==> src/design/tlqe_pkg.sv <==
// tlqe_pkg: shared widths, constants, data types and helper functions
// for the thick line quad expander; no dependencies
package tlqe_pkg;

   localparam int COORD_W         = 24;
   localparam int THICK_W         = 8;
   localparam int MAG_W           = 24;
   localparam int SQ_W            = 2 * MAG_W;
   localparam int RAD_W           = 64;
   localparam int ROOT_W          = 32;
   localparam int LEN_EXT         = 7;
   localparam int COORD_FRAC_BITS = 8;
   localparam int DIR_FRAC_BITS   = 14;
   localparam int Q_W             = DIR_FRAC_BITS + 1;
   localparam int NUM_W           = 48;
   localparam int PROD_W          = Q_W + THICK_W;
   localparam int OFF_SHIFT       = DIR_FRAC_BITS - COORD_FRAC_BITS;
   localparam int OFF_W           = 16;
   localparam int SUM_W           = COORD_W + 2;

   localparam logic signed [SUM_W-1:0] CoordMax = SUM_W'(8388607);
   localparam logic signed [SUM_W-1:0] CoordMin = -SUM_W'(8388608);

   typedef struct packed {
      logic signed [COORD_W-1:0] x1;
      logic signed [COORD_W-1:0] y1;
      logic signed [COORD_W-1:0] x2;
      logic signed [COORD_W-1:0] y2;
      logic [THICK_W-1:0]        t1;
      logic [THICK_W-1:0]        t2;
      logic [MAG_W-1:0]          dxm;
      logic [MAG_W-1:0]          dym;
      logic                      px_neg;
      logic                      degen;
   } seg_type;

   typedef struct packed {
      logic signed [COORD_W-1:0] c0x;
      logic signed [COORD_W-1:0] c0y;
      logic signed [COORD_W-1:0] c1x;
      logic signed [COORD_W-1:0] c1y;
      logic signed [COORD_W-1:0] c2x;
      logic signed [COORD_W-1:0] c2y;
      logic signed [COORD_W-1:0] c3x;
      logic signed [COORD_W-1:0] c3y;
      logic                      degen;
   } res_type;

   // rounded offset in coordinate units from |comp| * pixels
   function automatic logic [OFF_W-1:0] round_off(logic [PROD_W-1:0] prod);
      logic [PROD_W:0] s;
      s = (PROD_W+1)'(prod) + (PROD_W+1)'(1 << (OFF_SHIFT - 1));
      return OFF_W'(s >> OFF_SHIFT);
   endfunction

   // move a coordinate by an offset and saturate
   function automatic logic signed [COORD_W-1:0] move_sat(logic signed [COORD_W-1:0] c,
                                                         logic [OFF_W-1:0] off,
                                                         logic sub);
      logic signed [SUM_W-1:0] o;
      logic signed [SUM_W-1:0] s;
      o = $signed(SUM_W'(off));
      s = sub ? SUM_W'(c) - o : SUM_W'(c) + o;
      if (s > CoordMax) begin
         s = CoordMax;
      end else if (s < CoordMin) begin
         s = CoordMin;
      end
      return s[COORD_W-1:0];
   endfunction

endpackage

==> src/design/tlqe_corner.sv <==
// tlqe_corner: perpendicular offsets per endpoint and saturated quad corners
// depends on tlqe_pkg
module tlqe_corner (
   input  logic                     clock,
   input  logic                     reset,
   input  logic                     en,
   input  logic                     in_valid,
   input  tlqe_pkg::seg_type        in_seg,
   input  logic [tlqe_pkg::Q_W-1:0] in_qx,
   input  logic [tlqe_pkg::Q_W-1:0] in_qy,
   output logic                     out_valid,
   output tlqe_pkg::res_type        out_res
);
   import tlqe_pkg::*;

   logic [1:0]         valid_ff;
   seg_type            seg_ff;
   logic [PROD_W-1:0]  px_h1_ff, px_r1_ff, px_h2_ff, px_r2_ff;
   logic [PROD_W-1:0]  py_h1_ff, py_r1_ff, py_h2_ff, py_r2_ff;
   logic [THICK_W-1:0] h1, r1, h2, r2;
   res_type            res_in, res_ff;

   always_comb begin
      h1 = in_seg.t1 >> 1;
      r1 = in_seg.t1 - h1;
      h2 = in_seg.t2 >> 1;
      r2 = in_seg.t2 - h2;
      res_in.c0x   = move_sat(seg_ff.x1, round_off(px_h1_ff), !seg_ff.px_neg);
      res_in.c0y   = move_sat(seg_ff.y1, round_off(py_h1_ff), 1'b1);
      res_in.c1x   = move_sat(seg_ff.x2, round_off(px_h2_ff), !seg_ff.px_neg);
      res_in.c1y   = move_sat(seg_ff.y2, round_off(py_h2_ff), 1'b1);
      res_in.c2x   = move_sat(seg_ff.x2, round_off(px_r2_ff), seg_ff.px_neg);
      res_in.c2y   = move_sat(seg_ff.y2, round_off(py_r2_ff), 1'b0);
      res_in.c3x   = move_sat(seg_ff.x1, round_off(px_r1_ff), seg_ff.px_neg);
      res_in.c3y   = move_sat(seg_ff.y1, round_off(py_r1_ff), 1'b0);
      res_in.degen = seg_ff.degen;
   end

   always_ff @(posedge clock) begin
      if (reset) begin
         valid_ff <= '0;
      end else if (en) begin
         valid_ff <= {valid_ff[0], in_valid};
      end
   end

   always_ff @(posedge clock) begin
      if (en) begin
         seg_ff   <= in_seg;
         px_h1_ff <= in_qy * h1;
         px_r1_ff <= in_qy * r1;
         px_h2_ff <= in_qy * h2;
         px_r2_ff <= in_qy * r2;
         py_h1_ff <= in_qx * h1;
         py_r1_ff <= in_qx * r1;
         py_h2_ff <= in_qx * h2;
         py_r2_ff <= in_qx * r2;
         res_ff   <= res_in;
      end
   end

   assign out_valid = valid_ff[1];
   assign out_res   = res_ff;

endmodule

==> config.mk <==
export PLATFORM = sky130hd
export DESIGN_NAME = tlqe_corner
export DESIGN_NICKNAME = d
export VERILOG_FILES = /design/src/design/tlqe_pkg.sv /design/src/design/tlqe_corner.sv
export SDC_FILE = /design/constraint.sdc
export NUM_CORES = 2
export LEC_CHECK = 0
export BUFFER_PORTS_ARGS = -buffer_cell sky130_fd_sc_hd__buf_4
export CORE_MARGIN = 5
export CORE_UTILIZATION = 48
export DETAILED_ROUTE_END_ITERATION = 8
export GPL_ROUTABILITY_DRIVEN = 1
export PLACE_DENSITY = 0.72
export SYNTH_ARGS = -nofsm -noshare
export SYNTH_HDL_FRONTEND = slang
export SYNTH_SLANG_ARGS = --single-unit
==> constraint.sdc <==
create_clock -name clock -period 20.9 [get_ports clock]
set_clock_uncertainty 0.1 [all_clocks]
set_input_delay 1.045 -clock clock [delete_from_list [all_inputs] [get_ports clock]]
set_output_delay 1.045 -clock clock [all_outputs]
set_load 0.005 [all_outputs]
==> reports/qor.yml <==
status:
  status: "complete, no violations"
setup_path:
  crit_arrival_ns: 8.72
  end_kind: "register"
  path_class: "primary input to register"
  startpoint_type: "primary input"
  critical-path-max-stage-delay_ns: 0.55
  crit_fanout: 32
  crit_required_ns: 21.14
  critPathSlowestCell: "fa_1"
floorplan:
  die_width_um: 343
  rows: 122
  die_area_um2: 118000
  start_util: 0.482
  coreArea_um2: 110000
  ios: 390
  die_h_um: 343
synthesis:
  synth_area_leaders: "edfxtp_1 24%, fa_1 21%, ha_1 12%, inv_1 5.1%, xnor2_1 4.7%"
  synth.top_cell.area_share: 0.241
  ys_warn_count: 0
  synth-xor-area-share: 0.0779
  ys.flop_type: "edfxtp_1"
  syn_area_um2: 53200
  syn_avg_cell_area_um2: 9.47
  yosys.area_share.simple: 0.174
  synth_compound_area_frac: 0.100
  ys_seq_area_frac: 0.242
  muxShareOfSynthArea: 0.00174
  ys_types: 113
  syn-num-nets: 6875
  ys_seq_elements: 429
  synth_fa_ha_area_frac: 0.334
  synthArstFlopShare: 0
  synth_top_family_by_area: "adder cells"
  syn_inst: 5619
  synth_top_area_cell: "edfxtp_1"
  synth-edff-count: 427
pwr:
  ir_worst_vdd_mv: 0.146
  total_leakage_power_nw: 26.4
  power_density_nw_per_um2: 158
  power_mw: 9.27
sta:
  hold_violations: 0
  period_share: 0.406
  holdWs_ns: 0.339
  setup_viol: 0
  final.min_clock_period_ns: 8.48
  tightest_slew_ns: 1.26
  maxSlewHeadroom: 0.158
  rsz0062_at_grt: "false"
  finalMaxSlewViolations: 0
  fmax_ghz: 0.118
  fin_setup_tns_ns: 0
place:
  dp_cells: 7213
  numPortBuffers: 341
  dpl.hpwl_mm: 99.3
  post_dp_cell_area_um2: 56800
  gp_congestion: 0.896
clocking:
  cts_resized: 0
  cts_setup_buffers: 0
  clkSlewWorstSetupHoldPaths_ns: 0.06
  cts_max_level: 2
  clockBufferDepth: 3
  cts_sinks: 429
  cts_root_buf: "clkbuf_16"
  cts_tree: "done"
  cts_inserted_buffers: 53
  cts.hold.buffers_added: 0
  clock_latency_ns: 0.61
job:
  drv_cap: 0
final_layout:
  layout.cells.non_filler: 7321
  areaGrowthSynthToFinish_pct: 10.3
  final_nets: 7036
  finish.instance_area_um2: 58700
  drive_gt1_frac: 0.0937
  fillers: 9804
routing:
  antenna_left: 0
  drc_errors: 0
  via_per_inst: 5.47
  first_pass_iters: 5
  finalWirelength_mm: 129
  wl_per_cell_um: 17.6
  drt-initial-drc-count: 2375
  num_vias: 40026
grt:
  grt_usage: 0.220
  grt_pass1_wl_mm: 211
  grt.overflow.total: 0
  grt_max_degree: 168
  grt_pass1_vias: 40918
  antenna_found_initial: 12
worst_hold_path:
  min_path_type: "register to register"
logic make-up (layout without fill, tap and decap cells):
group	after synthesis	count (layout)
mux	9	9
simple gates	1840	1840
other cells	0	8
flops	429	429
fa+ha+maj	1083	1083
compound gates	819	819
buf+inv	972	1178
xor+xnor	467	467
stage by stage:
stage          utilization  worst slack (ns)
2_1_floorplan            -             12.72
3_3_place_gp         0.515             12.11
3_5_place_dp         0.515             11.94
4_1_cts              0.531             12.59
5_1_grt              0.531             11.94
6_report             0.532             12.42
state kept, by name, indices dropped and copies added, names as in the netlist:
signal	cells
res_in	1
seg_ff	97
px_r2_ff	17
py_r2_ff	17
px_r1_ff	17
py_r1_ff	17
px_h1_ff	17
out_res	193
py_h2_ff	17
valid_ff	2
py_h1_ff	17
px_h2_ff	17
metal layers:
layer  global-route usage  part of all wire  vias up
met3               0.0333             0.065      180
met4               0.0539             0.023        4
met2                0.375              0.48     1079
met5                    0           0.00021        -
met1                0.296              0.43    19830
li1                     -                 -    18933
final timing paths:
kind	start	to	slack (ns)	cells past startpoint
setup / recovery	in_seg[60]	px_r1_ff[18]$_DFFE_PP_	12.42	28
hold / removal	res_in[0]$_DFFE_PP_	out_res[0]$_DFFE_PP_	0.34	0
setup reg to reg	px_h1_ff[7]$_DFFE_PP_	out_res[186]$_SDFFCE_PN1P_	14.86	17
hold reg to reg	res_in[0]$_DFFE_PP_	out_res[0]$_DFFE_PP_	0.34	0
Yosys cell counts (9+ instances only):
library cell and number:
inv_1 716, nand2_1 643, fa_1 566, ha_1 494
edfxtp_1 427, and2_1 390, xnor2_1 286, nor2_1 267
a21oi_1 239, clkbuf_1 210, o21ai_0 175, xor2_1 175
nand3_1 94, nor3_1 87, nand2b_1 78, a21o_1 66
nor2b_1 65, and3_1 64, o21a_1 61, a31oi_1 37
nand4_1 33, buf_2 26, o31ai_1 25, a211oi_1 23
maj3_1 20, or3_1 19, and4_1 18, a21boi_0 16
a31o_2 16, o211ai_1 15, o21bai_1 15, buf_4 13
or2_2 13, a21oi_2 10, o21ai_1 10, or4_1 9
power by group:
part / switching, mW / internal [mW] / total, mW
registers: 0.288 / 1.64 / 1.93
clock network: 0.391 / 0.571 / 0.962
logic: 3.58 / 2.80 / 6.38
total: 4.26 / 5.01 / 9.27
area by class of cell:
cell class / count / area, µm² / area share
Multi-Input combinational cell: 4218 / 36700 / 0.625
Tap cell: 1488 / 1860 / 0.0317
Antenna cell: 8 / 20.0 / 0.000341
Clock inverter: 42 / 439 / 0.00749
Sequential cell: 429 / 12900 / 0.219
Inverter: 717 / 2690 / 0.0459
Timing Repair Buffer: 361 / 2730 / 0.0465
Clock buffer: 58 / 1390 / 0.0237
placed cells by master (no fill, tap or decap), types with 239 or more instances in the layout:
| cell | synthesis | routed |
|---|---|---|
| nand2_1 | 643 | 643 |
| inv_1 | 716 | 716 |
| edfxtp_1 | 427 | 427 |
| and2_1 | 390 | 390 |
| fa_1 | 566 | 566 |
| buf_4 | 13 | 359 |
| a21oi_1 | 239 | 239 |
| ha_1 | 494 | 494 |
| nor2_1 | 267 | 267 |
| xnor2_1 | 286 | 282 |
critical path, delay by kind of cell:
kind / cells / cell delay (ns)
AOI/OAI and AO/OA: 13 / 2.77
and+or+nand+nor: 5 / 1.49
adders and majority gates: 6 / 2.75
buffers and inverters: 4 / 0.61
Power figures use the tool's default switching activity.
