$ cat src/design/tlqe_pkg.sv
// tlqe_pkg: shared widths, constants, data types and helper functions
// for the thick line quad expander; no dependencies
package tlqe_pkg;

   localparam int COORD_W         = 24;
   localparam int THICK_W         = 8;
   localparam int MAG_W           = 24;
   localparam int SQ_W            = 2 * MAG_W;
   localparam int RAD_W           = 64;
   localparam int ROOT_W          = 32;
   localparam int LEN_EXT         = 7;
   localparam int COORD_FRAC_BITS = 8;
   localparam int DIR_FRAC_BITS   = 14;
   localparam int Q_W             = DIR_FRAC_BITS + 1;
   localparam int NUM_W           = 48;
   localparam int PROD_W          = Q_W + THICK_W;
   localparam int OFF_SHIFT       = DIR_FRAC_BITS - COORD_FRAC_BITS;
   localparam int OFF_W           = 16;
   localparam int SUM_W           = COORD_W + 2;

   localparam logic signed [SUM_W-1:0] CoordMax = SUM_W'(8388607);
   localparam logic signed [SUM_W-1:0] CoordMin = -SUM_W'(8388608);

   typedef struct packed {
      logic signed [COORD_W-1:0] x1;
      logic signed [COORD_W-1:0] y1;
      logic signed [COORD_W-1:0] x2;
      logic signed [COORD_W-1:0] y2;
      logic [THICK_W-1:0]        t1;
      logic [THICK_W-1:0]        t2;
      logic [MAG_W-1:0]          dxm;
      logic [MAG_W-1:0]          dym;
      logic                      px_neg;
      logic                      degen;
   } seg_type;

   typedef struct packed {
      logic signed [COORD_W-1:0] c0x;
      logic signed [COORD_W-1:0] c0y;
      logic signed [COORD_W-1:0] c1x;
      logic signed [COORD_W-1:0] c1y;
      logic signed [COORD_W-1:0] c2x;
      logic signed [COORD_W-1:0] c2y;
      logic signed [COORD_W-1:0] c3x;
      logic signed [COORD_W-1:0] c3y;
      logic                      degen;
   } res_type;

   // rounded offset in coordinate units from |comp| * pixels
   function automatic logic [OFF_W-1:0] round_off(logic [PROD_W-1:0] prod);
      logic [PROD_W:0] s;
      s = (PROD_W+1)'(prod) + (PROD_W+1)'(1 << (OFF_SHIFT - 1));
      return OFF_W'(s >> OFF_SHIFT);
   endfunction

   // move a coordinate by an offset and saturate
   function automatic logic signed [COORD_W-1:0] move_sat(logic signed [COORD_W-1:0] c,
                                                         logic [OFF_W-1:0] off,
                                                         logic sub);
      logic signed [SUM_W-1:0] o;
      logic signed [SUM_W-1:0] s;
      o = $signed(SUM_W'(off));
      s = sub ? SUM_W'(c) - o : SUM_W'(c) + o;
      if (s > CoordMax) begin
         s = CoordMax;
      end else if (s < CoordMin) begin
         s = CoordMin;
      end
      return s[COORD_W-1:0];
   endfunction

endpackage

$ cat src/design/tlqe_prep.sv
// tlqe_prep: endpoint ordering, differences, squares and radicand
// depends on tlqe_pkg
module tlqe_prep (
   input  logic                                 clock,
   input  logic                                 reset,
   input  logic                                 en,
   input  logic                                 in_valid,
   input  logic signed [tlqe_pkg::COORD_W-1:0] start_x,
   input  logic signed [tlqe_pkg::COORD_W-1:0] start_y,
   input  logic signed [tlqe_pkg::COORD_W-1:0] end_x,
   input  logic signed [tlqe_pkg::COORD_W-1:0] end_y,
   input  logic [tlqe_pkg::THICK_W-1:0]        start_thickness,
   input  logic [tlqe_pkg::THICK_W-1:0]        end_thickness,
   output logic                                 out_valid,
   output tlqe_pkg::seg_type                    out_seg,
   output logic [tlqe_pkg::RAD_W-1:0]           out_rad
);
   import tlqe_pkg::*;

   seg_type                  seg_in, seg_a_ff, seg_b_ff, seg_c_ff;
   logic [2:0]               valid_ff;
   logic [SQ_W-1:0]          sqx_ff, sqy_ff;
   logic [RAD_W-1:0]         rad_ff;
   logic signed [COORD_W:0]  dx, dy;
   logic                     swap;
   logic [SQ_W:0]            sum;

   always_comb begin
      swap = (start_x > end_x) || ((start_x == end_x) && (start_y > end_y));
      seg_in.x1 = swap ? end_x : start_x;
      seg_in.y1 = swap ? end_y : start_y;
      seg_in.x2 = swap ? start_x : end_x;
      seg_in.y2 = swap ? start_y : end_y;
      seg_in.t1 = swap ? end_thickness : start_thickness;
      seg_in.t2 = swap ? start_thickness : end_thickness;
      dx = (COORD_W+1)'(seg_in.x2) - (COORD_W+1)'(seg_in.x1);
      dy = (COORD_W+1)'(seg_in.y2) - (COORD_W+1)'(seg_in.y1);
      seg_in.dxm = dx[MAG_W-1:0];
      seg_in.dym = dy[COORD_W] ? MAG_W'(-dy) : dy[MAG_W-1:0];
      seg_in.px_neg = !dy[COORD_W];
      seg_in.degen = (dx == '0) && (dy == '0);
      sum = (SQ_W+1)'(sqx_ff) + (SQ_W+1)'(sqy_ff);
   end

   always_ff @(posedge clock) begin
      if (reset) begin
         valid_ff <= '0;
      end else if (en) begin
         valid_ff <= {valid_ff[1:0], in_valid};
      end
   end

   always_ff @(posedge clock) begin
      if (en) begin
         seg_a_ff <= seg_in;
         sqx_ff   <= seg_a_ff.dxm * seg_a_ff.dxm;
         sqy_ff   <= seg_a_ff.dym * seg_a_ff.dym;
         seg_b_ff <= seg_a_ff;
         rad_ff   <= RAD_W'(sum) << (2 * LEN_EXT);
         seg_c_ff <= seg_b_ff;
      end
   end

   assign out_valid = valid_ff[2];
   assign out_seg   = seg_c_ff;
   assign out_rad   = rad_ff;

endmodule

$ cat config.mk
export PLATFORM = sky130hd
export DESIGN_NAME = tlqe_prep
export DESIGN_NICKNAME = d
export VERILOG_FILES = /design/src/design/tlqe_pkg.sv /design/src/design/tlqe_prep.sv
export SDC_FILE = /design/constraint.sdc
export NUM_CORES = 2
export LEC_CHECK = 0
export BUFFER_PORTS_ARGS = -buffer_cell sky130_fd_sc_hd__buf_2
export CORE_UTILIZATION = 65
export DETAILED_ROUTE_END_ITERATION = 8
export PLACE_DENSITY = 0.84
export SYNTH_ARGS = -nofsm -noshare
export SYNTH_HDL_FRONTEND = slang
export SYNTH_SLANG_ARGS = --single-unit
export TNS_END_PERCENT = 10
$ cat constraint.sdc
create_clock -name clock -period 18.1 [get_ports clock]
set_input_delay 1.81 -clock clock [delete_from_list [all_inputs] [get_ports clock]]
set_output_delay 1.81 -clock clock [all_outputs]
set_load 0.05 [all_outputs]
==> results.txt <==
The flow ran to the end, and the final reports show no timing, DRC or antenna violations. Gates resized during post-CTS repair numbered 0. The data required time of the critical path is 18.48 ns, and the first-pass GRT wire length is 224,000 um. The sequential cells in the finished layout cover a total of 0.0189 mm2.

The final worst-path cycle share came out at 0.533. The most numerous cell in the Yosys netlist is sky130_fd_sc_hd__inv_1. Yosys attributes the largest share of cell area to sky130_fd_sc_hd__edfxtp_1 (32%), sky130_fd_sc_hd__fa_1 (29%), sky130_fd_sc_hd__ha_1 (9.7%), sky130_fd_sc_hd__inv_1 (8.0%), sky130_fd_sc_hd__nand2_1 (3.4%).

The tools report the row count as 110. The number of levels in the clock H-tree is 3, and the die outline area is 0.0918 mm2. Setup violations remaining at the end of the flow were counted as 0. The most critical setup path has its startpoint at seg_a_ff[32]$_DFFE_PP_. The die span in y is 303 um. Counting distinct cell types in the post-synthesis netlist gives 91. The run gives 6,162 as the number of inserted filler cells in the final layout. The logs give 106,000 um for the estimated wirelength of the detail-placed design and 5,434 for the number of instances in the synthesized netlist. Setup repair after global routing left no endpoint under its margin. The number of nets still failing antenna checks after routing came out at 0.

The routed layout has 40,259 vias. The netlist area before placement was 0.0589 mm2; the count of nets after finishing was 7,142. The fraction of the yosys area taken by sequential cells came out at 0.321. For this run, the detailed router's first-pass iteration total came to 9. The final clock skew was 0.0357 ns; the max-slew violation count was 0. For the pin with the worst max-slew slack, the measured transition is 1.17 ns. The congestion estimate from routability-driven global placement came to 0.945. Derived from the worst setup path, the maximum achievable clock frequency is 0.104 GHz. The Yosys step of the flow raised 0 warnings.

Number of global-route vias before repair: 43,037. The top-level port count is 343. For the normalized max-slew margin, the log shows 0.223. In the final timing run, aggregate negative setup slack is 0 ns. The startpoint identified for the worst hold timing path is seg_a_ff[126]$_DFFE_PP_. Largest area contributor in the netlist: sky130_fd_sc_hd__edfxtp_1. The worst setup path is launched from a register.

TritonCTS created 71 clock buffers. The critical path endpoint category is a register. In the routed layout, each cell is associated on average with a via count of 5.78. The number of hold buffers added after CTS was 0. Dividing the detail-routed wire length by the instance count gives 20.3 um.

The clock passes through at most 3 buffers. The run gives 0.319 as the total routing usage reported by global routing. In the routed design, unresolved DRC markers number 0.

Number of antenna violations at the first check in global routing: 15. After floorplanning, the core was sized to cover 0.0899 mm2. The worst setup path is of the register to register kind.

The slowest stage of the critical path belongs to the cell sky130_fd_sc_hd__edfxtp_1. The data arrival time at the worst-slack endpoint came out at 10.04 ns. Clock period minus worst slack: 9.66 ns.

The highest fanout seen on the critical path is 25. The number of buffers and inverters on the critical path is 7. The cell sitting at the root of the clock tree is a sky130_fd_sc_hd__clkbuf_16.

The peak per-stage delay on the critical path is 1.12 ns, and the aggregate routed wire length is 141,000 um. For the worst flop-to-flop path, the logic depth is 28. The die is 303 um wide. In the final layout, the multi-input gates occupy 0.0346 mm2. The commonest cells after synthesis are sky130_fd_sc_hd__inv_1 (1,256), sky130_fd_sc_hd__fa_1 (843), sky130_fd_sc_hd__edfxtp_1 (627). Global routing finished with a remaining overflow of 0. The dominant delay contributor by cell family on the critical path is adder cells. Area added between synthesis and finish: 8.83%. The initial cell density of the core came out at 0.655. Worst min-delay path category: register to register. The total number of clock tree sinks is 630, and the number of buffer cells added on primary ports is 327. The number of storage elements in the synthesis netlist works out to 630. The primary flip-flop cell chosen by synthesis mapping was sky130_fd_sc_hd__edfxtp_1.

The number of buffers inserted to repair setup after CTS was 0. In this run the mean area of a mapped cell was 10.8 um2. Async set or reset register ratio after synthesis: 0. The critical path runs through a total of 28 cells. Total count of hold-check failures in the final report: 0. The initial detailed-routing violation count was 3,222.

TritonCTS built the clock tree. The maximum number of pins on one net before global-route repair is 173. Along the worst hold path, the cell count comes to 0. The proportion of layout cells with a drive suffix above 1 came out at 0.0909. The area share of the largest cell type after synthesis was 0.320.

The clock transition at the registers of the reported paths came out at 0.06 ns. The run gives 0 as the number of max-capacitance violations reported. The worst register-to-register path begins at seg_a_ff[32]$_DFFE_PP_. In this run, synthesis inferred 627 flip-flops with an integrated enable. The tools report the clock insertion delay at the later pin of the skew report as 0.66 ns.
## cells by family after synthesis
kind of cell	synth area share
buffers and inverters	0.0931
adder cells (fa/ha/maj)	0.383
AND/OR/NAND/NOR	0.102
AO/OA/AOI/OAI	0.0690
flip-flops	0.321
XOR/XNOR	0.0287
multiplexers	0.00325
other	0.0000637
## layout by cell type (no fill, tap or decap), drive strengths merged, types with 20 or more instances in the layout
cell	instances
nor2	150
edfxtp	627
o21a	26
and2	246
clkbuf	85
nand2b	37
clkinv	31
a21oi	140
nor2b	39
nand3	61
a21o	72
o21ai	194
ha	455
xor2	64
nor3	36
nand4	29
and3	22
or4	22
nand2	533
fa	843
buf	382
inv	1262
a211oi	20
xnor2	129
a31oi	22
## path summary, 6_finish.rpt
kind                              to  slack (ns)
max             sqx_ff[46]$_DFFE_PP_        8.44
max reg2reg     sqx_ff[46]$_DFFE_PP_        8.44
min          seg_b_ff[126]$_DFFE_PP_        0.41
min reg2reg  seg_b_ff[126]$_DFFE_PP_        0.41
## layer usage
metal | wire length, um | part of all wire | global-route usage | up-vias
met2 | 70200 | 0.50 | 0.543 | 1783
met3 | 13600 | 0.096 | 0.0694 | 405
met1 | 51300 | 0.36 | 0.394 | 20158
met4 | 5990 | 0.042 | 0.134 | 12
li1 | - | - | - | 17901
met5 | 88 | 0.00062 | 0 | -
## flip-flops by register name (all words and copies together) (netlist names)
register  count
out_rad      49
out_seg     162
seg_a_ff    162
seg_b_ff    162
sqx_ff       46
sqy_ff       46
valid_ff      3
## layout make-up
class,instances,share of cell area
multi-input combinational,3386,0.540
sequential,630,0.295
inverter,1257,0.0736
timing repair buffer,382,0.0325
clock buffer,85,0.0286
tap,1176,0.0230
clock inverter,44,0.00734
antenna,5,0.000195
## per-stage QoR
step                      setup WS (ns)  hold WS (ns)  utilization  instance area (um2)  cells
after floorplan                    9.86         0.400            -                58900   5448
after global placement             9.01         0.400        0.687                61800   6831
after detailed placement           8.67         0.405        0.687                61800   6831
after CTS                          8.58         0.410        0.713                64100   6960
after global routing               7.74         0.410        0.713                64100   6962
final                              8.44         0.406        0.713                64100   6965
Power is left out: the tool's default activity adds up to more than one toggle a clock period on the data nets, which glitch-free logic cannot reach.
